File: src/hw/rtl/asrs_pkg.sv
// Shared constants, register codes and record types of the averaged sensor range scaler.
// No dependencies; all other files of the block import this package.
package asrs_pkg;

  localparam int WINDOW      = 8;   // power of two, mean is a shift
  localparam int CHANNELS    = 2;
  localparam int SAMPLE_BITS = 12;
  localparam int DIST_W      = 16;
  localparam int CH_W        = 1;

  localparam int SLOT_W = $clog2(WINDOW);
  localparam int SUM_W  = SAMPLE_BITS + SLOT_W;
  localparam int ADDR_W = CH_W + SLOT_W;
  localparam int DEPTH  = CHANNELS * WINDOW;

  localparam int PROD_W    = SAMPLE_BITS + DIST_W;
  localparam int DIV_BITS  = 4;
  localparam int DIV_ITERS = (PROD_W + DIV_BITS - 1) / DIV_BITS;
  localparam int DVD_W     = DIV_ITERS * DIV_BITS;
  localparam int DCNT_W    = $clog2(DIV_ITERS + 1);
  localparam int V_W       = PROD_W + 2;

  localparam int CFG_IDX_W = 4;
  localparam int NUM_REGS  = 4 * CHANNELS;

  localparam int IN_TDATA_W  = 16;
  localparam int OUT_TDATA_W = 32;
  localparam int OUT_TUSER_W = 3;
  localparam int OUT_PAD_W   = OUT_TDATA_W - DIST_W - SAMPLE_BITS;

  localparam logic [SAMPLE_BITS-1:0] LOW_CODE_RST  = 12'd18;
  localparam logic [SAMPLE_BITS-1:0] HIGH_CODE_RST = 12'd3036;
  localparam logic [DIST_W-1:0]      NEAR_DIST_RST = 16'd200;
  localparam logic [DIST_W-1:0]      FAR_DIST_RST  = 16'd5000;

  typedef enum logic [1:0] {
    REG_LOW  = 2'd0,
    REG_HIGH = 2'd1,
    REG_NEAR = 2'd2,
    REG_FAR  = 2'd3
  } reg_sel_t;

  typedef struct packed {
    logic [SAMPLE_BITS-1:0] low_code;
    logic [SAMPLE_BITS-1:0] high_code;
    logic [DIST_W-1:0]      near_dist;
    logic [DIST_W-1:0]      far_dist;
  } chan_cfg_t;

  typedef struct packed {
    logic [CH_W-1:0]        ch;
    logic [SAMPLE_BITS-1:0] mean;
  } win_res_t;

  typedef struct packed {
    logic [CH_W-1:0]        ch;
    logic [SAMPLE_BITS-1:0] mean;
    logic [DIST_W-1:0]      distance;
    logic                   below;
    logic                   clamped;
  } cal_res_t;

endpackage

File: src/hw/rtl/asrs_window.sv
// Per-channel moving-average window: sample memory, running sums and slot pointers.
// Depends on asrs_pkg.
module asrs_window import asrs_pkg::*; (
  input  logic                   clk,
  input  logic                   rst,
  input  logic                   start,
  input  logic [CH_W-1:0]        start_ch,
  input  logic [SAMPLE_BITS-1:0] start_sample,
  output logic                   res_valid,
  output win_res_t               res
);

  typedef enum logic [3:0] {
    W_IDLE = 4'b0001,
    W_FILL = 4'b0010,
    W_READ = 4'b0100,
    W_UPD  = 4'b1000
  } wstate_t;

  wstate_t state, state_next;

  logic [SAMPLE_BITS-1:0] mem [DEPTH];
  logic [SAMPLE_BITS-1:0] rdata;
  logic [SUM_W-1:0]       sum [CHANNELS];
  logic [SLOT_W-1:0]      slot [CHANNELS];
  logic [CHANNELS-1:0]    primed;
  logic [CH_W-1:0]        ch;
  logic [SAMPLE_BITS-1:0] sample;
  logic [SLOT_W-1:0]      fill_cnt;
  logic [CH_W-1:0]        ch_in;
  logic [SUM_W-1:0]       sum_upd;
  logic                   we;
  logic [ADDR_W-1:0]      waddr;
  logic                   fill_last;

  assign ch_in = (int'(start_ch) >= CHANNELS) ? CH_W'(CHANNELS - 1) : start_ch;
  assign sum_upd = sum[ch] - SUM_W'(rdata) + SUM_W'(sample);
  assign fill_last = (fill_cnt == SLOT_W'(WINDOW - 1));
  assign we = (state == W_FILL) || (state == W_UPD);
  assign waddr = (state == W_FILL) ? {ch, fill_cnt} : {ch, slot[ch]};

  always_ff @(posedge clk) begin
    if (we) begin
      mem[waddr] <= sample;
    end
    if (state == W_READ) begin
      rdata <= mem[{ch, slot[ch]}];
    end
  end

  always_comb begin
    state_next = state;
    case (state)
      W_IDLE: begin
        if (start) begin
          state_next = primed[ch_in] ? W_READ : W_FILL;
        end
      end
      W_FILL: begin
        if (fill_last) begin
          state_next = W_IDLE;
        end
      end
      W_READ:  state_next = W_UPD;
      W_UPD:   state_next = W_IDLE;
      default: state_next = W_IDLE;
    endcase
  end

  always_ff @(posedge clk) begin
    if (rst) begin
      state     <= W_IDLE;
      primed    <= '0;
      res_valid <= 1'b0;
      for (int c = 0; c < CHANNELS; c++) begin
        sum[c]  <= '0;
        slot[c] <= '0;
      end
    end else begin
      state     <= state_next;
      res_valid <= 1'b0;
      case (state)
        W_IDLE: begin
          if (start) begin
            ch       <= ch_in;
            sample   <= start_sample;
            fill_cnt <= '0;
          end
        end
        W_FILL: begin
          fill_cnt <= fill_cnt + SLOT_W'(1);
          if (fill_last) begin
            sum[ch]    <= SUM_W'(sample) << SLOT_W;
            slot[ch]   <= '0;
            primed[ch] <= 1'b1;
            res_valid  <= 1'b1;
            res.ch     <= ch;
            res.mean   <= sample;
          end
        end
        W_UPD: begin
          sum[ch]   <= sum_upd;
          slot[ch]  <= slot[ch] + SLOT_W'(1);
          res_valid <= 1'b1;
          res.ch    <= ch;
          res.mean  <= sum_upd[SUM_W-1 -: SAMPLE_BITS];
        end
        default: ;
      endcase
    end
  end

endmodule

File: src/hw/rtl/asrs_div.sv
// Iterative unsigned divider, DIV_BITS quotient bits per cycle (restoring).
// Depends on asrs_pkg.
module asrs_div import asrs_pkg::*; (
  input  logic                   clk,
  input  logic                   rst,
  input  logic                   start,
  input  logic [DVD_W-1:0]       dividend,
  input  logic [SAMPLE_BITS-1:0] divisor,
  output logic                   done,
  output logic [DVD_W-1:0]       quotient
);

  logic                   busy;
  logic [DCNT_W-1:0]      cnt;
  logic [SAMPLE_BITS-1:0] rem;
  logic [SAMPLE_BITS-1:0] dsr;
  logic [DVD_W-1:0]       acc;
  logic [SAMPLE_BITS-1:0] rem_next;
  logic [DVD_W-1:0]       acc_next;
  logic [SAMPLE_BITS:0]   trial;

  always_comb begin
    rem_next = rem;
    acc_next = acc;
    trial    = '0;
    for (int i = 0; i < DIV_BITS; i++) begin
      trial    = {rem_next, acc_next[DVD_W-1]};
      acc_next = {acc_next[DVD_W-2:0], 1'b0};
      if (trial >= {1'b0, dsr}) begin
        trial       = trial - {1'b0, dsr};
        acc_next[0] = 1'b1;
      end
      rem_next = trial[SAMPLE_BITS-1:0];
    end
  end

  always_ff @(posedge clk) begin
    if (rst) begin
      busy <= 1'b0;
      done <= 1'b0;
    end else begin
      done <= 1'b0;
      if (start) begin
        busy <= 1'b1;
        cnt  <= DCNT_W'(DIV_ITERS);
        acc  <= dividend;
        rem  <= '0;
        dsr  <= divisor;
      end else if (busy) begin
        acc <= acc_next;
        rem <= rem_next;
        cnt <= cnt - DCNT_W'(1);
        if (cnt == DCNT_W'(1)) begin
          busy <= 1'b0;
          done <= 1'b1;
        end
      end
    end
  end

  assign quotient = acc;

endmodule

File: src/hw/rtl/asrs_cal.sv
// Linear calibration of a window mean: range checks, span multiply, divide, clamp.
// Depends on asrs_pkg and asrs_div.
module asrs_cal import asrs_pkg::*; (
  input  logic      clk,
  input  logic      rst,
  input  logic      start,
  input  win_res_t  win,
  input  chan_cfg_t cfg,
  input  logic      take,
  output logic      res_valid,
  output cal_res_t  res
);

  typedef enum logic [6:0] {
    C_IDLE = 7'b0000001,
    C_PREP = 7'b0000010,
    C_MUL  = 7'b0000100,
    C_DGO  = 7'b0001000,
    C_DIV  = 7'b0010000,
    C_FIN  = 7'b0100000,
    C_HOLD = 7'b1000000
  } cstate_t;

  cstate_t state, state_next;

  logic [CH_W-1:0]        ch;
  logic [SAMPLE_BITS-1:0] mean;
  chan_cfg_t              cf;
  logic                   below;
  logic                   zspan;
  logic                   neg;
  logic [SAMPLE_BITS-1:0] dm;
  logic [DIST_W-1:0]      dd_mag;
  logic [SAMPLE_BITS-1:0] dc_mag;
  logic [PROD_W-1:0]      prod;
  logic [PROD_W-1:0]      quo;

  logic                      below_c;
  logic                      zspan_c;
  logic signed [DIST_W:0]    dd;
  logic signed [SAMPLE_BITS:0] dc;
  logic                      div_start;
  logic                      div_done;
  logic [DVD_W-1:0]          div_q;
  logic signed [V_W-1:0]     sq;
  logic signed [V_W-1:0]     v;
  logic                      v_ge_far;

  assign below_c = (mean < cf.low_code);
  assign zspan_c = (cf.high_code == cf.low_code);
  assign dd = $signed({1'b0, cf.far_dist}) - $signed({1'b0, cf.near_dist});
  assign dc = $signed({1'b0, cf.high_code}) - $signed({1'b0, cf.low_code});
  assign div_start = (state == C_DGO);

  assign sq = neg ? -$signed({2'b00, quo}) : $signed({2'b00, quo});
  assign v = sq + $signed(V_W'(cf.near_dist));
  assign v_ge_far = (v >= $signed(V_W'(cf.far_dist)));

  asrs_div u_div (
    .clk      (clk),
    .rst      (rst),
    .start    (div_start),
    .dividend (DVD_W'(prod)),
    .divisor  (dc_mag),
    .done     (div_done),
    .quotient (div_q)
  );

  always_comb begin
    state_next = state;
    case (state)
      C_IDLE: begin
        if (start) begin
          state_next = C_PREP;
        end
      end
      C_PREP:  state_next = (below_c || zspan_c) ? C_FIN : C_MUL;
      C_MUL:   state_next = C_DGO;
      C_DGO:   state_next = C_DIV;
      C_DIV: begin
        if (div_done) begin
          state_next = C_FIN;
        end
      end
      C_FIN:   state_next = C_HOLD;
      C_HOLD: begin
        if (take) begin
          state_next = C_IDLE;
        end
      end
      default: state_next = C_IDLE;
    endcase
  end

  always_ff @(posedge clk) begin
    if (rst) begin
      state     <= C_IDLE;
      res_valid <= 1'b0;
    end else begin
      state <= state_next;
      case (state)
        C_IDLE: begin
          if (start) begin
            ch   <= win.ch;
            mean <= win.mean;
            cf   <= cfg;
          end
        end
        C_PREP: begin
          below  <= below_c;
          zspan  <= zspan_c;
          dm     <= mean - cf.low_code;
          dd_mag <= dd[DIST_W] ? DIST_W'(-dd) : dd[DIST_W-1:0];
          dc_mag <= dc[SAMPLE_BITS] ? SAMPLE_BITS'(-dc) : dc[SAMPLE_BITS-1:0];
          neg    <= dd[DIST_W] ^ dc[SAMPLE_BITS];
        end
        C_MUL: begin
          prod <= PROD_W'(dm) * PROD_W'(dd_mag);
        end
        C_DIV: begin
          if (div_done) begin
            quo <= div_q[PROD_W-1:0];
          end
        end
        C_FIN: begin
          res_valid    <= 1'b1;
          res.ch       <= ch;
          res.mean     <= mean;
          res.below    <= below;
          res.clamped  <= 1'b0;
          res.distance <= '0;
          if (below) begin
            res.distance <= '0;
          end else if (zspan || v_ge_far) begin
            res.distance <= cf.far_dist;
            res.clamped  <= 1'b1;
          end else if (v[V_W-1]) begin
            res.distance <= '0;
          end else begin
            res.distance <= v[DIST_W-1:0];
          end
        end
        C_HOLD: begin
          if (take) begin
            res_valid <= 1'b0;
          end
        end
        default: ;
      endcase
    end
  end

endmodule

File: src/hw/rtl/averaged_sensor_range_scaler_unit.sv
// Top level of the averaged sensor range scaler: stream ports, calibration registers, output stage.
// Depends on asrs_pkg, asrs_window and asrs_cal.
//
// Each sample word (tuser = channel, tdata = 12-bit code) updates that channel's 8-deep moving
// average held in a small sample memory, and one result word follows with the truncated mean
// and the distance mapped from [low_code, high_code] onto [near_dist, far_dist], clamped to
// far_dist at or above it or for a zero code span, and to 0 where it would fall below 0. One
// sample is processed at a time: an in-range sample goes through the window update, the span
// multiply and the divider, which resolves four quotient bits per cycle; a mean under low_code
// or a zero code span skips the multiply and divide. The first sample of each channel after
// reset also writes all 8 window slots, one per cycle. The next sample is taken as soon as the
// result sits in the output register, even if it is not yet read. Calibration writes are
// taken every cycle; indexes above 7 are ignored.
module averaged_sensor_range_scaler_unit import asrs_pkg::*; (
  input  logic                   clk,
  input  logic                   rst,
  input  logic                   s_tvalid,
  output logic                   s_tready,
  input  logic [IN_TDATA_W-1:0]  s_tdata,   // [11:0] sample
  input  logic [CH_W-1:0]        s_tuser,   // [0] channel
  output logic                   m_tvalid,
  input  logic                   m_tready,
  output logic [OUT_TDATA_W-1:0] m_tdata,   // [11:0] mean_code, [27:12] distance
  output logic [OUT_TUSER_W-1:0] m_tuser,   // [0] out_channel, [1] below_range, [2] clamped
  input  logic                   cfg_valid,
  output logic                   cfg_ready,
  input  logic [CFG_IDX_W-1:0]   cfg_index,
  input  logic [DIST_W-1:0]      cfg_data
);

  chan_cfg_t chan_cfg [CHANNELS];

  logic      busy;
  logic      in_acc;
  logic      win_valid;
  win_res_t  win_res;
  logic      cal_valid;
  cal_res_t  cal_res;
  logic      take;
  logic      out_valid;
  cal_res_t  out_res;
  logic [CH_W-1:0] cfg_ch;

  assign s_tready  = !busy;
  assign in_acc    = s_tvalid && s_tready;
  assign cfg_ready = 1'b1;
  assign cfg_ch    = cfg_index[2 +: CH_W];
  assign take      = cal_valid && (!out_valid || m_tready);

  always_ff @(posedge clk) begin
    if (rst) begin
      for (int c = 0; c < CHANNELS; c++) begin
        chan_cfg[c].low_code  <= LOW_CODE_RST;
        chan_cfg[c].high_code <= HIGH_CODE_RST;
        chan_cfg[c].near_dist <= NEAR_DIST_RST;
        chan_cfg[c].far_dist  <= FAR_DIST_RST;
      end
    end else if (cfg_valid && (int'(cfg_index) < NUM_REGS)) begin
      case (reg_sel_t'(cfg_index[1:0]))
        REG_LOW:  chan_cfg[cfg_ch].low_code  <= cfg_data[SAMPLE_BITS-1:0];
        REG_HIGH: chan_cfg[cfg_ch].high_code <= cfg_data[SAMPLE_BITS-1:0];
        REG_NEAR: chan_cfg[cfg_ch].near_dist <= cfg_data;
        REG_FAR:  chan_cfg[cfg_ch].far_dist  <= cfg_data;
        default: ;
      endcase
    end
  end

  asrs_window u_window (
    .clk          (clk),
    .rst          (rst),
    .start        (in_acc),
    .start_ch     (s_tuser),
    .start_sample (s_tdata[SAMPLE_BITS-1:0]),
    .res_valid    (win_valid),
    .res          (win_res)
  );

  asrs_cal u_cal (
    .clk       (clk),
    .rst       (rst),
    .start     (win_valid),
    .win       (win_res),
    .cfg       (chan_cfg[win_res.ch]),
    .take      (take),
    .res_valid (cal_valid),
    .res       (cal_res)
  );

  always_ff @(posedge clk) begin
    if (rst) begin
      busy      <= 1'b0;
      out_valid <= 1'b0;
    end else begin
      if (take) begin
        busy <= 1'b0;
      end else if (in_acc) begin
        busy <= 1'b1;
      end
      if (take) begin
        out_valid <= 1'b1;
        out_res   <= cal_res;
      end else if (m_tready) begin
        out_valid <= 1'b0;
      end
    end
  end

  assign m_tvalid = out_valid;
  assign m_tdata  = {{OUT_PAD_W{1'b0}}, out_res.distance, out_res.mean};
  assign m_tuser  = {out_res.clamped, out_res.below, out_res.ch};

endmodule

File: config.mk
export PLATFORM = sky130hd
export DESIGN_NAME = averaged_sensor_range_scaler_unit
export DESIGN_NICKNAME = d
export VERILOG_FILES = /design/src/hw/rtl/asrs_pkg.sv /design/src/hw/rtl/asrs_window.sv /design/src/hw/rtl/asrs_div.sv /design/src/hw/rtl/asrs_cal.sv /design/src/hw/rtl/averaged_sensor_range_scaler_unit.sv
export SDC_FILE = /design/constraint.sdc
export NUM_CORES = 2
export LEC_CHECK = 0
export ABC_AREA = 1
export BUFFER_PORTS_ARGS = -buffer_cell sky130_fd_sc_hd__clkbuf_2
export CORE_UTILIZATION = 45
export CTS_CLUSTER_DIAMETER = 80
export DETAILED_ROUTE_END_ITERATION = 12
export REMOVE_ABC_BUFFERS = 1
export SETUP_SLACK_MARGIN = 0.05
export SYNTH_ARGS = -nofsm -noshare
export SYNTH_HDL_FRONTEND = slang
export SYNTH_SLANG_ARGS = --single-unit
File: constraint.sdc
create_clock -name clk -period 12.5 [get_ports clk]
set_input_delay 1.25 -clock clk [delete_from_list [all_inputs] [get_ports clk]]
set_output_delay 1.25 -clock clk [all_outputs]
set_load 0.02 [all_outputs]
==> metrics.yaml <==
run_status:
  status: "finished, final reports clean"
worst_setup_path:
  cp_common_cell: "nand2_1"
  r2r_cells: 42
  worstSetupPathType: "reg2reg"
  crit_path_max_incr_delay_ns: 0.82
  r2r_slack_ns: 2.95
  crit_fanout: 21
  crit_slowest_cell: "o21ai_1"
  path_delay_family: "simple AND/OR/NAND/NOR gates"
  reg2reg_from: "u_cal.u_div.dsr[1]"
  cp-end-kind: "flop"
  crit_path_start_kind: "flop"
  cp_num_buf_inv: 4
  cp.required_ns: 12.87
  r2r_end: "u_cal.u_div.rem[7]"
  cp.arrival_ns: 9.92
placed_design:
  io_buffers: 70
  routabilityCongestion: 0.901
  place_area_um2: 41800
  dpl.hpwl_mm: 70.5
  dp_cells: 5080
sta:
  min_period_over_period_pct: 76.4
  drv_slew: 0
  rsz0062_at_grt: "no"
  final.setup.tns_ns: 0
  hold_viol: 0
  tightest_slew_ns: 1.18
  clock_skew_ns: 0.0581
  finalSetupViolCount: 0
  relSlewSlack_pct: 21.6
  fmaxAchievable_mhz: 105
  min_period_ns: 9.55
finish:
  multiInputGateArea_um2: 17300
  area_growth_pct: 9.84
  final_area_um2: 44300
  layout.nets: 4403
  instances_no_fill: 5220
  fillCellCount: 8076
  regArea_um2: 20400
  final_layout_size_suffix_gt1_share_pct: 10.0
detailed_routing:
  wirelength_mm: 98.3
  dr.pass1.iters: 6
  vias: 27346
  route.detailed.drc: 0
  avgRoutedWirePerCell_um: 18.8
  post_drt_via_cell_ratio: 5.24
  drtIter0Drc: 1759
  postRouteAntennaNets: 0
clock_tree:
  holdBufCountCts: 0
  tritoncts: "built"
  numCtsBuffers: 75
  clk_pin_slew_ns: 0.06
  insertion_delay_ns: 0.67
  cts_sinks: 686
  cts_setup_buffers: 0
  htreeDepth: 3
  cts_resized: 0
  cts_buffer_depth: 3
  root_buffer: "clkbuf_16"
worst_hold_path:
  whs_path_depth: 0
  hp-class: "reg2reg"
  hold_end: "m_tuser[0]"
  hold_start: "u_cal.res[30]"
global_routing:
  track_usage_pct: 22.0
  grt_pass1_wl_mm: 153
  grt_pass1_vias: 27040
  grt_max_degree: 98
  grt_overflow: 0
  antenna_found_initial: 1
synth:
  synth_area_leaders: "edfxtp_1 (50%), fa_1 (7.9%), nand2_1 (7.3%)"
  ys.flop_type: "edfxtp_1"
  synth_seq_area_share_pct: 50.6
  synth-edff-count: 666
  syn_area_per_cell_um2: 10.2
  synth_area_um2: 40300
  ys.warnings.count: 0
  ys_seq_elements: 686
  yosysTopAreaCell: "edfxtp_1"
  synth_cell_types: 60
  synth-async-reset-ratio_pct: 0
  netlist_instances: 3954
  synth_top_area_share_pct: 49.6
power_and_ir_drop:
  p_leak_nw: 18.6
  p_per_area_nw_per_um2: 160
  vdd_drop_max_v: 0.000130
die:
  core_area_um2: 88500
  dieHeight_um: 301
  start_util_pct: 45.5
  die_x_um: 301
  io_pins: 80
  die-area_um2: 90800
  num_rows: 109
run:
  drv_cap: 0
-- sequential cells by signal (all words and copies together), names as in the netlist, 4 cells and up, named ones only --
| register | count |
|---|---|
| u_window.mem | 192 |
| chan_cfg | 112 |
| u_cal.cf | 56 |
| u_cal.res | 31 |
| u_window.sum | 30 |
| m_tdata | 28 |
| u_cal.prod | 28 |
| u_cal.quo | 28 |
| u_cal.u_div.quotient | 28 |
| u_cal.dd_mag | 16 |
| u_window.res | 13 |
| u_cal.dc_mag | 12 |
| u_cal.dm | 12 |
| u_cal.mean | 12 |
| u_cal.u_div.dsr | 12 |
| u_cal.u_div.rem | 12 |
| u_window.rdata | 12 |
| u_window.sample | 12 |
| u_cal.state | 7 |
| u_window.slot | 6 |
| u_window.state | 4 |
-- cell families after synthesis --
logic type	after synthesis	share of synthesized area, %
flip-flops	686	50.6
AO/OA/AOI/OAI	498	7.18
multiplexers	68	1.86
XOR/XNOR	157	3.41
buffers and inverters	700	6.74
other	2	0.0186
adder cells (fa/ha/maj)	369	14.4
AND/OR/NAND/NOR	1474	15.7
-- cell usage in the layout, fill, tap and decap left out, types with 6 or more instances in the layout --
| cell | instances |
|---|---|
| a21o_1 | 6 |
| a21oi_1 | 147 |
| a21oi_2 | 14 |
| a31oi_1 | 17 |
| buf_4 | 27 |
| clkbuf_1 | 19 |
| clkbuf_16 | 75 |
| clkbuf_2 | 70 |
| clkinv_1 | 22 |
| clkinv_16 | 6 |
| clkinv_2 | 8 |
| dfxtp_1 | 20 |
| edfxtp_1 | 666 |
| fa_1 | 160 |
| ha_1 | 209 |
| inv_1 | 546 |
| inv_2 | 11 |
| mux2_2 | 56 |
| mux2i_1 | 12 |
| nand2_1 | 782 |
| nand2_2 | 25 |
| nand2_4 | 6 |
| nand3_1 | 127 |
| nand3_2 | 18 |
| nand3b_1 | 7 |
| nand4_1 | 36 |
| nor2_1 | 346 |
| nor2_2 | 35 |
| nor2_4 | 15 |
| nor3_1 | 45 |
| o211ai_1 | 25 |
| o21ai_0 | 182 |
| o21ai_1 | 16 |
| o21bai_1 | 12 |
| o221ai_1 | 29 |
| o22ai_1 | 25 |
| or2_2 | 13 |
| xnor2_1 | 52 |
| xor2_1 | 105 |
-- stage by stage --
stage / util (%) / total power [mW] / hold WS, ns / worst slack [ns]
2_1_floorplan: - / 4.42 / 0.400 / 4.97
3_3_place_gp: 47.3 / 4.97 / 0.401 / 3.22
3_5_place_dp: 47.3 / 4.98 / 0.405 / 3.06
4_1_cts: 50.0 / 7.13 / 0.408 / 3.05
5_1_grt: 50.0 / 7.51 / 0.422 / 2.06
6_report: 50.0 / 7.08 / 0.412 / 2.95
-- cell type report --
| class | count | share of cell area, % |
|---|---|---|
| sequential | 686 | 46.1 |
| clock buffer | 98 | 4.52 |
| tap | 1165 | 3.29 |
| antenna | 1 | 0.00565 |
| timing repair buffer | 97 | 1.25 |
| multi-input combinational | 2571 | 39.1 |
| clock inverter | 41 | 0.989 |
| inverter | 561 | 4.76 |
-- cell usage after synthesis, drive strengths merged, types with 2 or more instances --
| library cell | number |
|---|---|
| clkinv | 5 |
| dfxtp | 20 |
| o211ai | 25 |
| mux2 | 56 |
| nand3b | 8 |
| ha | 209 |
| clkbuf | 108 |
| nand4 | 39 |
| o2111ai | 4 |
| nor3 | 49 |
| inv | 556 |
| nand3 | 145 |
| o21ai | 202 |
| a21o | 6 |
| or2 | 14 |
| a21oi | 161 |
| buf | 31 |
| o21a | 4 |
| o31ai | 2 |
| nor2 | 396 |
| o21bai | 13 |
| a31oi | 17 |
| fa | 160 |
| o311ai | 2 |
| mux2i | 12 |
| o221ai | 29 |
| nand2 | 813 |
| a211oi | 4 |
| xnor2 | 52 |
| o22ai | 25 |
| nor4 | 6 |
| edfxtp | 666 |
| xor2 | 105 |
| conb | 2 |
-- worst max path at each step --
stage,startpoint,end,slack [ns],cells after the start
global placement,u_cal.u_div.dsr[1],u_cal.u_div.rem[7],3.22,42
CTS,u_cal.u_div.dsr[1],u_cal.u_div.rem[7],3.05,38
global route,u_cal.u_div.dsr[1],u_cal.u_div.rem[7],2.06,38
floorplan,u_cal.u_div.dsr[1],u_cal.u_div.rem[10],4.97,40
detailed placement,u_cal.u_div.dsr[1],u_cal.u_div.rem[7],3.06,38
finish,u_cal.u_div.dsr[1],u_cal.u_div.rem[7],2.95,42
-- metal layers --
| layer | up-vias | track usage, % | part of all wire, % |
|---|---|---|---|
| met2 | 628 | 38.3 | 50 |
| met4 | 2 | 6.28 | 2.4 |
| met3 | 140 | 2.59 | 4.2 |
| met5 | - | 0 | 0.013 |
| li1 | 13280 | - | - |
| met1 | 13296 | 28.8 | 43 |
-- power breakdown --
group	leakage (nW)	switching, mW	internal [mW]	total (mW)
clock	1.17	0.939	1.22	2.16
combinational	11.1	1.31	0.747	2.06
sequential	6.29	0.101	2.77	2.87
Power figures use the tool's default switching activity.
